<file path="src/design/led_matrix_frame_buffer_macros.svh">
// ----------------------------------------------------------------------------
// LED matrix frame buffer assertion macros
// Shared clocked property forms used by the top level checks.
// ----------------------------------------------------------------------------
`ifndef LED_MATRIX_FRAME_BUFFER_MACROS_SVH
`define LED_MATRIX_FRAME_BUFFER_MACROS_SVH

// same-cycle implication, checked out of reset
`define LMFB_ASSERT_NOW(label, ante, cons, msg) \
    label: assert property (@(posedge aclk) disable iff (!aresetn) \
        (ante) |-> (cons)) else $error(msg);

// next-cycle implication, checked out of reset
`define LMFB_ASSERT_NEXT(label, ante, cons, msg) \
    label: assert property (@(posedge aclk) disable iff (!aresetn) \
        (ante) |=> (cons)) else $error(msg);

`endif

</file>
<file path="src/design/lmfb_pkg.sv">
`timescale 1ns / 1ps
// ----------------------------------------------------------------------------
// lmfb_pkg
// Constants, codes, command/status types and helpers of the frame buffer.
// ----------------------------------------------------------------------------
package lmfb_pkg;

    localparam int NUM_ROWS   = 8;
    localparam int NUM_COLS   = 8;
    localparam int ROW_W      = $clog2(NUM_ROWS);
    localparam int POS_W      = 8;
    localparam int KIND_W     = 2;
    localparam int DIM_W      = 4;
    localparam int OFF_W      = 3;
    localparam int ORIENT_W   = 2;
    localparam int ADDR_W     = 4;
    localparam int CFG_IDX_W  = 3;
    localparam int CFG_DATA_W = 4;
    localparam int S_TDATA_W  = 24;
    localparam int M_TDATA_W  = 16;

    localparam logic [KIND_W-1:0] KIND_WRITE = 2'd0;
    localparam logic [KIND_W-1:0] KIND_READ  = 2'd1;
    localparam logic [KIND_W-1:0] KIND_FLUSH = 2'd2;
    localparam logic [KIND_W-1:0] KIND_CLEAR = 2'd3;

    localparam logic [ORIENT_W-1:0] ORIENT_0   = 2'd0;
    localparam logic [ORIENT_W-1:0] ORIENT_90  = 2'd1;
    localparam logic [ORIENT_W-1:0] ORIENT_180 = 2'd2;
    localparam logic [ORIENT_W-1:0] ORIENT_270 = 2'd3;

    localparam logic [CFG_IDX_W-1:0] CFG_ORIENT = 3'd0;
    localparam logic [CFG_IDX_W-1:0] CFG_WIDTH  = 3'd1;
    localparam logic [CFG_IDX_W-1:0] CFG_HEIGHT = 3'd2;
    localparam logic [CFG_IDX_W-1:0] CFG_XOFF   = 3'd3;
    localparam logic [CFG_IDX_W-1:0] CFG_YOFF   = 3'd4;

    localparam logic RES_REG  = 1'b0;
    localparam logic RES_READ = 1'b1;

    typedef struct packed {
        logic             wr_pixel;
        logic             clear;
        logic             load_read;
        logic             load_row;
        logic [ROW_W-1:0] row_idx;
        logic             row_last;
    } lmfb_cmd_t;

    typedef struct packed {
        logic             out_free;
        logic             flush_empty;
        logic [DIM_W-1:0] rows;
    } lmfb_stat_t;

    function automatic logic [NUM_COLS-1:0] reverse_bits(input logic [NUM_COLS-1:0] b);
        logic [NUM_COLS-1:0] r;
        for (int k = 0; k < NUM_COLS; k++) begin
            r[k] = b[NUM_COLS-1-k];
        end
        return r;
    endfunction

    function automatic logic [DIM_W-1:0] sat_dim(input logic [DIM_W-1:0] v);
        return (v > DIM_W'(NUM_COLS)) ? DIM_W'(NUM_COLS) : v;
    endfunction

endpackage

</file>
<file path="src/design/lmfb_ctrl.sv">
`timescale 1ns / 1ps
// ----------------------------------------------------------------------------
// lmfb_ctrl
// Command decoder and flush row sequencer.
// ----------------------------------------------------------------------------
module lmfb_ctrl (
    input  logic                       aclk,
    input  logic                       aresetn,
    input  logic                       s_tvalid,
    output logic                       s_tready,
    input  logic [lmfb_pkg::KIND_W-1:0] s_tuser,
    input  lmfb_pkg::lmfb_stat_t       stat,
    output lmfb_pkg::lmfb_cmd_t        cmd
);
    import lmfb_pkg::*;

    localparam logic ST_IDLE  = 1'b0;
    localparam logic ST_FLUSH = 1'b1;

    logic             state_reg, state_next;
    logic [ROW_W-1:0] row_reg, row_next;
    logic             accept;

    always_ff @(posedge aclk) begin
        if (!aresetn) begin
            state_reg <= ST_IDLE;
            row_reg   <= '0;
        end else begin
            state_reg <= state_next;
            row_reg   <= row_next;
        end
    end

    always_comb begin
        state_next = state_reg;
        row_next   = row_reg;
        cmd        = '0;
        s_tready   = (state_reg == ST_IDLE) && stat.out_free;
        accept     = s_tvalid && s_tready;
        case (state_reg)
            ST_IDLE: begin
                if (accept) begin
                    case (s_tuser)
                        KIND_WRITE: cmd.wr_pixel  = 1'b1;
                        KIND_READ:  cmd.load_read = 1'b1;
                        KIND_CLEAR: cmd.clear     = 1'b1;
                        KIND_FLUSH: begin
                            if (!stat.flush_empty) begin
                                state_next = ST_FLUSH;
                                row_next   = '0;
                            end
                        end
                        default: ;
                    endcase
                end
            end
            ST_FLUSH: begin
                if (stat.out_free) begin
                    cmd.load_row = 1'b1;
                    cmd.row_idx  = row_reg;
                    cmd.row_last = ({1'b0, row_reg} == (stat.rows - DIM_W'(1)));
                    if (cmd.row_last) begin
                        state_next = ST_IDLE;
                    end else begin
                        row_next = row_reg + ROW_W'(1);
                    end
                end
            end
            default: state_next = ST_IDLE;
        endcase
    end

endmodule

</file>
<file path="src/design/lmfb_datapath.sv">
`timescale 1ns / 1ps
// ----------------------------------------------------------------------------
// lmfb_datapath
// Config registers, pixel buffer, row rotation and the output register.
// ----------------------------------------------------------------------------
module lmfb_datapath (
    input  logic                            aclk,
    input  logic                            aresetn,
    input  logic                            cfg_we,
    input  logic [lmfb_pkg::CFG_IDX_W-1:0]  cfg_index,
    input  logic [lmfb_pkg::CFG_DATA_W-1:0] cfg_wdata,
    input  logic [lmfb_pkg::S_TDATA_W-1:0]  s_tdata,
    input  lmfb_pkg::lmfb_cmd_t             cmd,
    output lmfb_pkg::lmfb_stat_t            stat,
    output logic                            m_tvalid,
    input  logic                            m_tready,
    output logic [lmfb_pkg::M_TDATA_W-1:0]  m_tdata,
    output logic                            m_tuser,
    output logic                            m_tlast
);
    import lmfb_pkg::*;

    logic [ORIENT_W-1:0] orient_reg;
    logic [DIM_W-1:0]    width_reg, height_reg;
    logic [OFF_W-1:0]    xoff_reg, yoff_reg;

    logic [NUM_ROWS-1:0][NUM_COLS-1:0] frame_reg;

    logic                m_valid_reg;
    logic                res_kind_reg;
    logic [ADDR_W-1:0]   addr_reg;
    logic [NUM_COLS-1:0] data_reg;
    logic                pix_reg;
    logic                last_reg;

    logic [POS_W-1:0]    pos_x, pos_y;
    logic                pixel_on;
    logic [POS_W:0]      col_sum, row_sum;
    logic                in_range;
    logic [ROW_W-1:0]    pix_row, pix_col;
    logic                read_bit;
    logic [DIM_W-1:0]    w_sat, h_sat, mirror_idx;
    logic [NUM_COLS-1:0] col_bits, rot90, row180, row_data;

    always_ff @(posedge aclk) begin
        if (!aresetn) begin
            orient_reg <= ORIENT_0;
            width_reg  <= DIM_W'(NUM_COLS);
            height_reg <= DIM_W'(NUM_ROWS);
            xoff_reg   <= '0;
            yoff_reg   <= '0;
        end else if (cfg_we) begin
            case (cfg_index)
                CFG_ORIENT: orient_reg <= cfg_wdata[ORIENT_W-1:0];
                CFG_WIDTH:  width_reg  <= cfg_wdata[DIM_W-1:0];
                CFG_HEIGHT: height_reg <= cfg_wdata[DIM_W-1:0];
                CFG_XOFF:   xoff_reg   <= cfg_wdata[OFF_W-1:0];
                CFG_YOFF:   yoff_reg   <= cfg_wdata[OFF_W-1:0];
                default: ;
            endcase
        end
    end

    assign pos_x    = s_tdata[POS_W-1:0];
    assign pos_y    = s_tdata[2*POS_W-1:POS_W];
    assign pixel_on = s_tdata[2*POS_W];

    assign col_sum  = {1'b0, pos_x} + (POS_W+1)'(xoff_reg);
    assign row_sum  = {1'b0, pos_y} + (POS_W+1)'(yoff_reg);
    assign in_range = (pos_x < POS_W'(width_reg)) && (pos_y < POS_W'(height_reg))
                   && (col_sum < (POS_W+1)'(NUM_COLS)) && (row_sum < (POS_W+1)'(NUM_ROWS));
    assign pix_row  = row_sum[ROW_W-1:0];
    assign pix_col  = col_sum[ROW_W-1:0];
    assign read_bit = in_range && frame_reg[pix_row][pix_col];

    always_ff @(posedge aclk) begin
        if (!aresetn) begin
            frame_reg <= '0;
        end else if (cmd.clear) begin
            frame_reg <= '0;
        end else if (cmd.wr_pixel && in_range) begin
            frame_reg[pix_row][pix_col] <= pixel_on;
        end
    end

    // flush row formatting
    assign w_sat = sat_dim(width_reg);
    assign h_sat = sat_dim(height_reg);

    always_comb begin
        for (int n = 0; n < NUM_ROWS; n++) begin
            col_bits[n] = frame_reg[n][cmd.row_idx];
        end
    end

    // row n lands at bit w-1-n
    assign rot90      = reverse_bits(col_bits) >> (DIM_W'(NUM_COLS) - w_sat);
    assign mirror_idx = h_sat - DIM_W'(1) - DIM_W'(cmd.row_idx);
    assign row180     = reverse_bits(frame_reg[mirror_idx[ROW_W-1:0]]);

    always_comb begin
        case (orient_reg)
            ORIENT_0:   row_data = frame_reg[cmd.row_idx];
            ORIENT_90:  row_data = rot90;
            ORIENT_180: row_data = row180;
            default:    row_data = '0;
        endcase
    end

    always_ff @(posedge aclk) begin
        if (!aresetn) begin
            m_valid_reg <= 1'b0;
        end else if (cmd.load_read || cmd.load_row) begin
            m_valid_reg <= 1'b1;
        end else if (m_tready) begin
            m_valid_reg <= 1'b0;
        end
    end

    always_ff @(posedge aclk) begin
        if (cmd.load_read) begin
            res_kind_reg <= RES_READ;
            addr_reg     <= '0;
            data_reg     <= '0;
            pix_reg      <= read_bit;
            last_reg     <= 1'b1;
        end else if (cmd.load_row) begin
            res_kind_reg <= RES_REG;
            addr_reg     <= ADDR_W'(cmd.row_idx) + ADDR_W'(1);
            data_reg     <= row_data;
            pix_reg      <= 1'b0;
            last_reg     <= cmd.row_last;
        end
    end

    assign stat.out_free    = !m_valid_reg || m_tready;
    assign stat.flush_empty = (orient_reg == ORIENT_270) || (h_sat == '0);
    assign stat.rows        = h_sat;

    assign m_tvalid = m_valid_reg;
    assign m_tuser  = res_kind_reg;
    assign m_tlast  = last_reg;
    assign m_tdata  = {(M_TDATA_W-ADDR_W-NUM_COLS-1)'(0), pix_reg, data_reg, addr_reg};

endmodule

</file>
<file path="src/design/led_matrix_frame_buffer.sv">
`timescale 1ns / 1ps
// ----------------------------------------------------------------------------
// led_matrix_frame_buffer
// 8x8 one-bit LED frame buffer with pixel access and rotated row flush.
// ----------------------------------------------------------------------------
// Commands arrive on the s_ stream (kind in s_tuser); results leave on the
// m_ stream (result kind in m_tuser, final beat of a command on m_tlast).
// Registers are to be written via cfg_we/cfg_index/cfg_wdata while idle;
// the block itself does not enforce this. Pixel write and buffer clear
// produce no beat; a new command may follow in the next cycle.
// Pixel read: the reply is in the output register in the cycle after
// accept, one read per cycle while m_tready stays high.
// Flush: the row sequencer emits one beat for each of h rows
// (h = height saturated to 8, zero beats at 270 degrees or height 0);
// s_tready stays low until the last row is loaded into the output register.
// A stalled m_tready holds the output register and, through it, s_tready.
// Reset clears the pixel buffer and the output valid flag and restores the
// register defaults (0 degrees, 8x8, no offsets).
// ----------------------------------------------------------------------------
`include "led_matrix_frame_buffer_macros.svh"

module led_matrix_frame_buffer (
    input  logic                            aclk,
    input  logic                            aresetn,
    input  logic                            cfg_we,
    input  logic [lmfb_pkg::CFG_IDX_W-1:0]  cfg_index,
    input  logic [lmfb_pkg::CFG_DATA_W-1:0] cfg_wdata,
    input  logic                            s_tvalid,
    output logic                            s_tready,
    // [7:0] pos_x, [15:8] pos_y, [16] pixel_on, [23:17] zero
    input  logic [lmfb_pkg::S_TDATA_W-1:0]  s_tdata,
    // [1:0] kind
    input  logic [lmfb_pkg::KIND_W-1:0]     s_tuser,
    output logic                            m_tvalid,
    input  logic                            m_tready,
    // [3:0] reg_address, [11:4] reg_data, [12] pixel_value, [15:13] zero
    output logic [lmfb_pkg::M_TDATA_W-1:0]  m_tdata,
    // [0] result_kind
    output logic                            m_tuser,
    output logic                            m_tlast
);
    import lmfb_pkg::*;

    lmfb_cmd_t  cmd;
    lmfb_stat_t stat;

    lmfb_ctrl u_ctrl (
        .aclk     (aclk),
        .aresetn  (aresetn),
        .s_tvalid (s_tvalid),
        .s_tready (s_tready),
        .s_tuser  (s_tuser),
        .stat     (stat),
        .cmd      (cmd)
    );

    lmfb_datapath u_datapath (
        .aclk      (aclk),
        .aresetn   (aresetn),
        .cfg_we    (cfg_we),
        .cfg_index (cfg_index),
        .cfg_wdata (cfg_wdata),
        .s_tdata   (s_tdata),
        .cmd       (cmd),
        .stat      (stat),
        .m_tvalid  (m_tvalid),
        .m_tready  (m_tready),
        .m_tdata   (m_tdata),
        .m_tuser   (m_tuser),
        .m_tlast   (m_tlast)
    );

    `LMFB_ASSERT_NOW(a_no_accept_in_flush, cmd.load_row, !s_tready, "beat accepted during flush")
    `LMFB_ASSERT_NOW(a_load_needs_room, cmd.load_row || cmd.load_read, stat.out_free, "output register overwritten")
    `LMFB_ASSERT_NEXT(a_read_reply, cmd.load_read, m_tvalid && m_tuser == RES_READ && m_tlast && m_tdata[11:0] == 12'd0, "bad read reply")
    `LMFB_ASSERT_NOW(a_row_beat, m_tvalid && m_tuser == RES_REG, m_tdata[3:0] != 4'd0 && !m_tdata[12], "bad row beat")

endmodule

</file>
<file path="config.mk">
export PLATFORM = sky130hd
export DESIGN_NAME = led_matrix_frame_buffer
export DESIGN_NICKNAME = d
export VERILOG_FILES = /design/src/design/lmfb_pkg.sv /design/src/design/lmfb_ctrl.sv /design/src/design/lmfb_datapath.sv /design/src/design/led_matrix_frame_buffer.sv
export VERILOG_INCLUDE_DIRS = /design/src /design/src/design
export SDC_FILE = /design/constraint.sdc
export NUM_CORES = 1
export LEC_CHECK = 0
export ABC_AREA = 1
export BUFFER_PORTS_ARGS = -buffer_cell sky130_fd_sc_hd__buf_2
export CAP_MARGIN = 0
export CORE_MARGIN = 2
export CORE_UTILIZATION = 45
export DETAILED_ROUTE_END_ITERATION = 10
export SLEW_MARGIN = 20
export SYNTH_ARGS = -nofsm -noshare
export SYNTH_HDL_FRONTEND = slang
export SYNTH_SLANG_ARGS = --single-unit
</file>
<file path="constraint.sdc">
create_clock -name aclk -period 4.25 [get_ports aclk]
set_input_delay 0.85 -clock aclk [delete_from_list [all_inputs] [get_ports aclk]]
set_output_delay 0.85 -clock aclk [all_outputs]
set_load 0.05 [all_outputs]
</file>
; After elaboration in Yosys (flattened, before gate mapping)
; Index checks and enable logic that the tools add are counted.
[totals]
regBits = 100
in_bits = 38
output_inout_bits = 20
[classes]
n_addsub = 7
n_lt_le_gt_ge = 12
eq_ne = 16
shift = 1
mux = 55
n_bitwise = 2
reduce_logical = 26
[ops]
columns = operator, count
row1 = $bmux W8 S3, 3
row2 = $bwmux W64, 1
row3 = $mux W8, 4
row4 = $bmux W1 S3, 9
row5 = $demux W8 S3, 1
row6 = $pmux W8 S3, 1
row7 = $mux W1, 22
row8 = $mux W3, 7
row9 = $add A8 B3 Y9, 2
row10 = $lt A9 B4 Y1 const B, 2
row11 = $lt A3 B4 Y1 const B, 4
row12 = $lt A8 B4 Y1, 2
row13 = $mux W5, 2
row14 = $reduce_and A2 Y1, 5
row15 = $logic_and A1 B1 Y1, 9
row16 = $eq A2 B2 Y1 const B, 4
row17 = $gt A4 B4 Y1 const B, 2
row18 = $mux W4, 2
row19 = $shr A8 B4 Y8, 1
row20 = $eq A3 B2 Y1 const B, 2
row21 = $ge A3 B1 Y1 const B, 2
row22 = $ne A2 B2 Y1 const B, 3
row23 = $pmux W3 S2, 1
row24 = $reduce_and A5 Y1, 1
row25 = other kinds (20), 27

; Depth between registers and ports, before layout
[logic_depth]
depth_word = 10
mapped_depth = 21
ltp_nobuf = 20

; Cells and area by module
; From an unflattened synthesis, not the netlist that was laid out.
[hier_totals]
cells_unflattened = 1332
hier_area_um2 = 7796.2
[modules_own_cells]
columns = mod, instances, cells_each, area_per_inst_um2, seq_area_each_um2
row1 = lmfb_datapath, 1, 1264, 7388.3, 1931.9
row2 = lmfb_ctrl, 1, 68, 407.9, 80.1

; Worst setup path before layout
; Ideal clock, no wire load.
[synth_path]
path_kind = input-to-reg
startpoint = input m_tready
endpoint = register u_datapath.data_reg[2]
t_arrival_ps = 3103
setup_slack_ps = 1034
path_stages = 19
path_buffers = 2
path_cell_list = inv_2 nand2_4 nand3_2 inv_1 clkbuf_1 ha_1 inv_1 fa_1 inv_1 clkbuf_1 a21oi_1 a22oi_1 nand2_1 nand3_1 nand2_1 inv_1 nand2_1 nand2_1 nand2_1
[synth_via]
elab_chain_cells = 7
word_cells_on_any_way = 30
classes_between = add/sub: 1 / shift: 1 / mux: 25 / reduce/logical: 3
[synth_lines]
columns = item, line
row1 = from (decl), led_matrix_frame_buffer.sv:35  ; input logic m_tready,
row2 = $logic_or A1 B1 Y1 (*), lmfb_datapath.sv:136  ; assign stat.out_free = !m_valid_reg || m_tready;
row3 = $mux W5, lmfb_ctrl.sv:58  ; if (stat.out_free) begin
row4 = $mux W5, lmfb_ctrl.sv:40  ; case (state_reg)
row5 = $bmux W1 S3 / $sub A3 B3 Y3 (equally long branches), "lmfb_datapath.sv:92, lmfb_datapath.sv:98"
row6 = $mux W1 (implied by the code) / $bmux W8 S3 (equally long branches), "lmfb_datapath.sv:92, lmfb_datapath.sv:99"
row7 = $shr A8 B4 Y8 / $mux W8 (equally long branches), "lmfb_datapath.sv:97, lmfb_datapath.sv:99"
row8 = $pmux W8 S3, lmfb_datapath.sv:102  ; case (orient_reg)
row9 = to (signal assigned), lmfb_datapath.sv:130  ; data_reg <= row_data;
row10 = to (decl), lmfb_datapath.sv:32  ; logic [NUM_COLS-1:0] data_reg;
; Mark *: on every way between the ends. The rest lies on a longest branch, timed or not. The select of a mux whose other input is x is not followed.
; A chain may end at the register's enable or synchronous reset.

; Final worst setup path
[layout_path]
startpoint = input m_tready
endpoint = register u_datapath.data_reg[0]
; Same word-level chain as after synthesis.

==> impl.org <==
** Power and ir drop
- In this run the power density over the cells is approximately 270 nW/um2.
- For this design the static power due to leakage is 3.26 nW.
- IR analysis of the VDD net gives a maximum drop of 258 uV.

** STA
- Max Clock Skew :: ~0.012 ns
- Slew margin rel. :: 28.8%
- Setup violations remaining at the end of the flow were counted as 0.
- Based on the critical path, the design can be clocked at up to 0.302 GHz.
- Number of failing hold endpoints at the final stage :: 0
- Minimum period implied by the final worst setup slack :: 3.32 ns
- The total count of max-transition violations in the final report was 0.
- Crit share post-route :: 78.0%
- Setup repair after global routing left no endpoint under its margin.
- Total Negative Setup Slacks :: 0 ns
- Tightest Pin Transition :: 1.06 ns

** Synthesis
- Synthesis produced a netlist whose cell count is 1268.
- Netlist area before placement :: about 7600 um2
- Yosys warning total :: 0
- Post-Syn Area per Cell :: 5.98 um2
- Part of the Yosys area used for sequential elements :: 26.5%
- Yosys mapped the design onto 43 distinct sky130hd cell types.
- Flip-flop and latch count after synthesis :: 100

** Clock tree
- Source-to-sink clock delay at the later pin of the worst-skew pair :: ~0.37 ns
- # clock sinks :: 100
- Once the clock tree was built, the setup fixing pass inserted 0 buffers.
- Htree depth :: 3
- Gates resized during post-CTS repair numbered 0.
- Clock tree synthesis selected as its root buffer the cell sky130_fd_sc_hd__clkbuf_16.
- Clock tree from TritonCTS :: done
- Clock transition time at the flip-flop clock pins of the worst setup and hold paths :: around 0.070 ns
- Bufs on Longest Clock Path :: 2
- Cts hold-fix bufs :: 0
- The number of clock buffers added by TritonCTS is 9.

** Finish
- The repair_antennas step left the layout with diodes totalling 0.
- At the end of the flow the core is filled with cells to between 40 and 50%.
- The register with the most flip-flops in the layout has 64 of them.
- In the final layout, the share of cells above drive strength 1 is under 10%.
- Area grow syn2layout :: 8.38%
- The final layout contains roughly 1.3k nets.

** Setup path
- Kind of launch point of the worst setup path :: input pin
- Register-to-register setup slack :: 1.17 ns
- STA puts the critical path data arrival time at 3.58 ns.
- Worst Path Class, Setup :: input pin to flop
- FF-to-FF Start :: u_datapath.m_tvalid
- Type of element capturing the critical path :: flop
- Worst endpoint required time :: 4.51 ns
- Worst R2R Path Depth :: 15
- The worst register-to-register path ends at u_datapath.data_reg[0].
- Along the worst path, the maximum fanout reaches 30.

** Drt
- Detailed-routing iteration count for the pre-antenna-repair pass :: 5
- Post-detailed-routing wire length :: 26100 um
- In the detailed route, the total length drawn on met3 is 2080 um.
- Sum of met2 wire segment lengths after detailed routing :: 11400 um
- Mean number of vias per cell :: 5.67
- After detailed routing, the average wire length per cell comes to 17.4 um.
- For this run, design rule violations remaining after detail routing come to 0.
- Signal routing reaches up to met4.
- Iteration-0 DRC Markers :: 882
- In the final routing, the length of wire on met1 measures between 10000 and 15000 um.
- Via count :: around 8.5k
- Post-DRT Antenna Nets :: 0

** Floorplan
- Core area :: 16500 um2
- Area of the die :: 17900 um2
- Once the floorplan was initialized, standard cells occupied 45.9% of the core.
- Die boundary height :: ~130 um
- I/O Pins :: 58
- Chip width :: around 130 um
- After floorplanning, the core was divided into 47 placement rows.

** Min path
- Terminating pin of the worst hold path :: u_datapath.data_reg[4]
- The worst hold path was traced through 2 stages.
- Kind of path behind the tightest hold check :: flop to flop
- The startpoint identified for the worst hold timing path is u_datapath.data_reg[4].

** Run
- The tool flagged a number of max-cap violations equal to 0.

** Global route
- Global-route total usage across every layer :: 30.0%
- The number of global-route vias before repair was 7658.
- Summed over all layers, the global routing overflow is 0.
- The initial antenna violation count is 0.
- The first global-routing pass estimated 42300 um of wire.
- Maximum number of pins on one net before global-route repair :: 77

** Outcome
- The flow ran to the end, and the final reports show no timing, DRC or antenna violations.

** Place
- Summed over all nets, the half-perimeter wirelength after detailed placement is approximately 19000 um.
- Routability-driven placement finished with a final weighted congestion of 0.981.
- During placement, the flow inserted port buffers numbering 47.
-- cell usage after synthesis --
master	instances	area share, %
sky130_fd_sc_hd__nand2_1	340	17
sky130_fd_sc_hd__nand3_1	167	11
sky130_fd_sc_hd__nor2_1	124	6.1
sky130_fd_sc_hd__a21oi_1	121	8.0
sky130_fd_sc_hd__inv_1	120	5.9
sky130_fd_sc_hd__dfxtp_1	99	26
sky130_fd_sc_hd__o21ai_0	57	3.8
sky130_fd_sc_hd__buf_2	37	2.4
sky130_fd_sc_hd__nand4_1	32	2.6
sky130_fd_sc_hd__o211ai_1	26	2.6
sky130_fd_sc_hd__clkbuf_1	25	1.2
sky130_fd_sc_hd__o22ai_1	24	2.0
sky130_fd_sc_hd__ha_1	17	2.8
sky130_fd_sc_hd__a22oi_1	8	0.79
sky130_fd_sc_hd__buf_6	8	1.2
sky130_fd_sc_hd__buf_4	7	0.69
sky130_fd_sc_hd__inv_2	7	0.35
sky130_fd_sc_hd__xor2_1	5	0.58
sky130_fd_sc_hd__nor3_1	4	0.26
sky130_fd_sc_hd__clkinv_1	3	0.15
sky130_fd_sc_hd__fa_1	3	0.79
sky130_fd_sc_hd__nand2_2	3	0.25
sky130_fd_sc_hd__nand3b_1	3	0.30
sky130_fd_sc_hd__xnor2_1	3	0.35
sky130_fd_sc_hd__nor2_4	2	0.30
sky130_fd_sc_hd__nor3_2	2	0.26
sky130_fd_sc_hd__nor4_1	2	0.16
sky130_fd_sc_hd__o21a_1	2	0.20
sky130_fd_sc_hd__o21ai_1	2	0.13
sky130_fd_sc_hd__o221ai_1	2	0.23
sky130_fd_sc_hd__a211oi_1	1	0.099
sky130_fd_sc_hd__a21o_1	1	0.099
sky130_fd_sc_hd__clkbuf_2	1	0.066
sky130_fd_sc_hd__conb_1	1	0.049
sky130_fd_sc_hd__edfxtp_1	1	0.40
sky130_fd_sc_hd__nand2_4	1	0.15
sky130_fd_sc_hd__nand3_2	1	0.13
sky130_fd_sc_hd__nor3b_1	1	0.099
sky130_fd_sc_hd__o2111ai_1	1	0.12
sky130_fd_sc_hd__o31ai_1	1	0.099
sky130_fd_sc_hd__or2_1	1	0.083
sky130_fd_sc_hd__or2_2	1	0.083
sky130_fd_sc_hd__or3_1	1	0.083
-- final cells by class --
class                           count  area (um2)
Clock inverter                      6        72.6
Tap cell                          220         275
Multi-Input combinational cell    962        4680
Fill cell                        1765        8300
Timing Repair Buffer               77         460
Inverter                          130         488
Sequential cell                   100        2010
Clock buffer                       10         229
-- stage by stage --
stage | setup slack (ns) | total power [mW] | hold slack, ns | instance area [um2] | instances
CTS | 1.03 | 2.22 | 0.452 | 8220 | 1505
global route | 0.749 | 2.30 | 0.463 | 8220 | 1505
finish | 0.934 | 2.21 | 0.447 | 8220 | 1505
global placement | 0.643 | 1.37 | 0.433 | 7920 | 1489
detailed placement | 0.662 | 1.37 | 0.436 | 7920 | 1489
floorplan | 1.03 | 1.24 | 0.427 | 7590 | 1270
-- where the power goes --
group	switching, mW	internal [mW]	total [mW]
combinational	0.281	0.104	0.386
clock	0.393	0.464	0.857
sequential	0.0109	0.954	0.965
total	0.685	1.52	2.21
-- worst max-delay path: stages --
cell                       delay, ns
sky130_fd_sc_hd__buf_2          0.10
sky130_fd_sc_hd__inv_2          0.05
sky130_fd_sc_hd__nand2_4        0.21
sky130_fd_sc_hd__nand3_2        0.15
sky130_fd_sc_hd__inv_1          0.06
sky130_fd_sc_hd__ha_1           0.29
sky130_fd_sc_hd__clkinv_1       0.60
sky130_fd_sc_hd__o21ai_0        0.39
sky130_fd_sc_hd__a21oi_1        0.07
sky130_fd_sc_hd__a21oi_1        0.19
sky130_fd_sc_hd__nand2_1        0.07
sky130_fd_sc_hd__nand3_1        0.12
sky130_fd_sc_hd__nand2_1        0.12
sky130_fd_sc_hd__inv_1          0.07
sky130_fd_sc_hd__nand3_1        0.09
sky130_fd_sc_hd__nand2_1        0.07
sky130_fd_sc_hd__nand2_1        0.05
-- placed cells by master (no fill, tap or decap), drive strengths merged, types with 5 or more instances in the layout --
cell type | netlist | routed
o211ai | 26 | 26
clkbuf | 26 | 10
nor2 | 126 | 126
nand4 | 32 | 32
nand3 | 168 | 168
a22oi | 8 | 8
xor2 | 5 | 5
nand2 | 344 | 344
o22ai | 24 | 24
clkinv | 3 | 6
buf | 52 | 77
nor3 | 6 | 6
dfxtp | 99 | 99
ha | 17 | 17
inv | 127 | 129
o21ai | 59 | 59
a21oi | 121 | 121
-- kinds of logic (layout without fill, tap and decap cells) --
family	count (synthesis)	count (layout)	share of synthesized area, %
fa+ha+maj	20	20	3.60
simple gates	685	685	38.8
xor+xnor	8	8	0.924
buf+inv	208	223	12.1
compound gates	246	246	18.1
other cells	1	3	0.0494
flops	100	100	26.5
-- routing by layer --
metal	GRT usage (%)	vias up
met3	5.33	58
met4	13.4	0
li1	-	4223
met5	0	-
met1	41.6	3892
met2	45.6	367
-- how the worst max path moves through the flow --
stage / to / cells after the start / startpoint
2_1_floorplan: u_datapath.data_reg[2] / 19 / m_tready
3_3_place_gp: u_datapath.data_reg[0] / 17 / m_tready
3_5_place_dp: u_datapath.data_reg[0] / 17 / m_tready
4_1_cts: u_datapath.data_reg[0] / 17 / m_tready
5_1_grt: u_datapath.data_reg[0] / 17 / m_tready
6_report: u_datapath.data_reg[0] / 17 / m_tready
(Power assumes the default switching activity.)
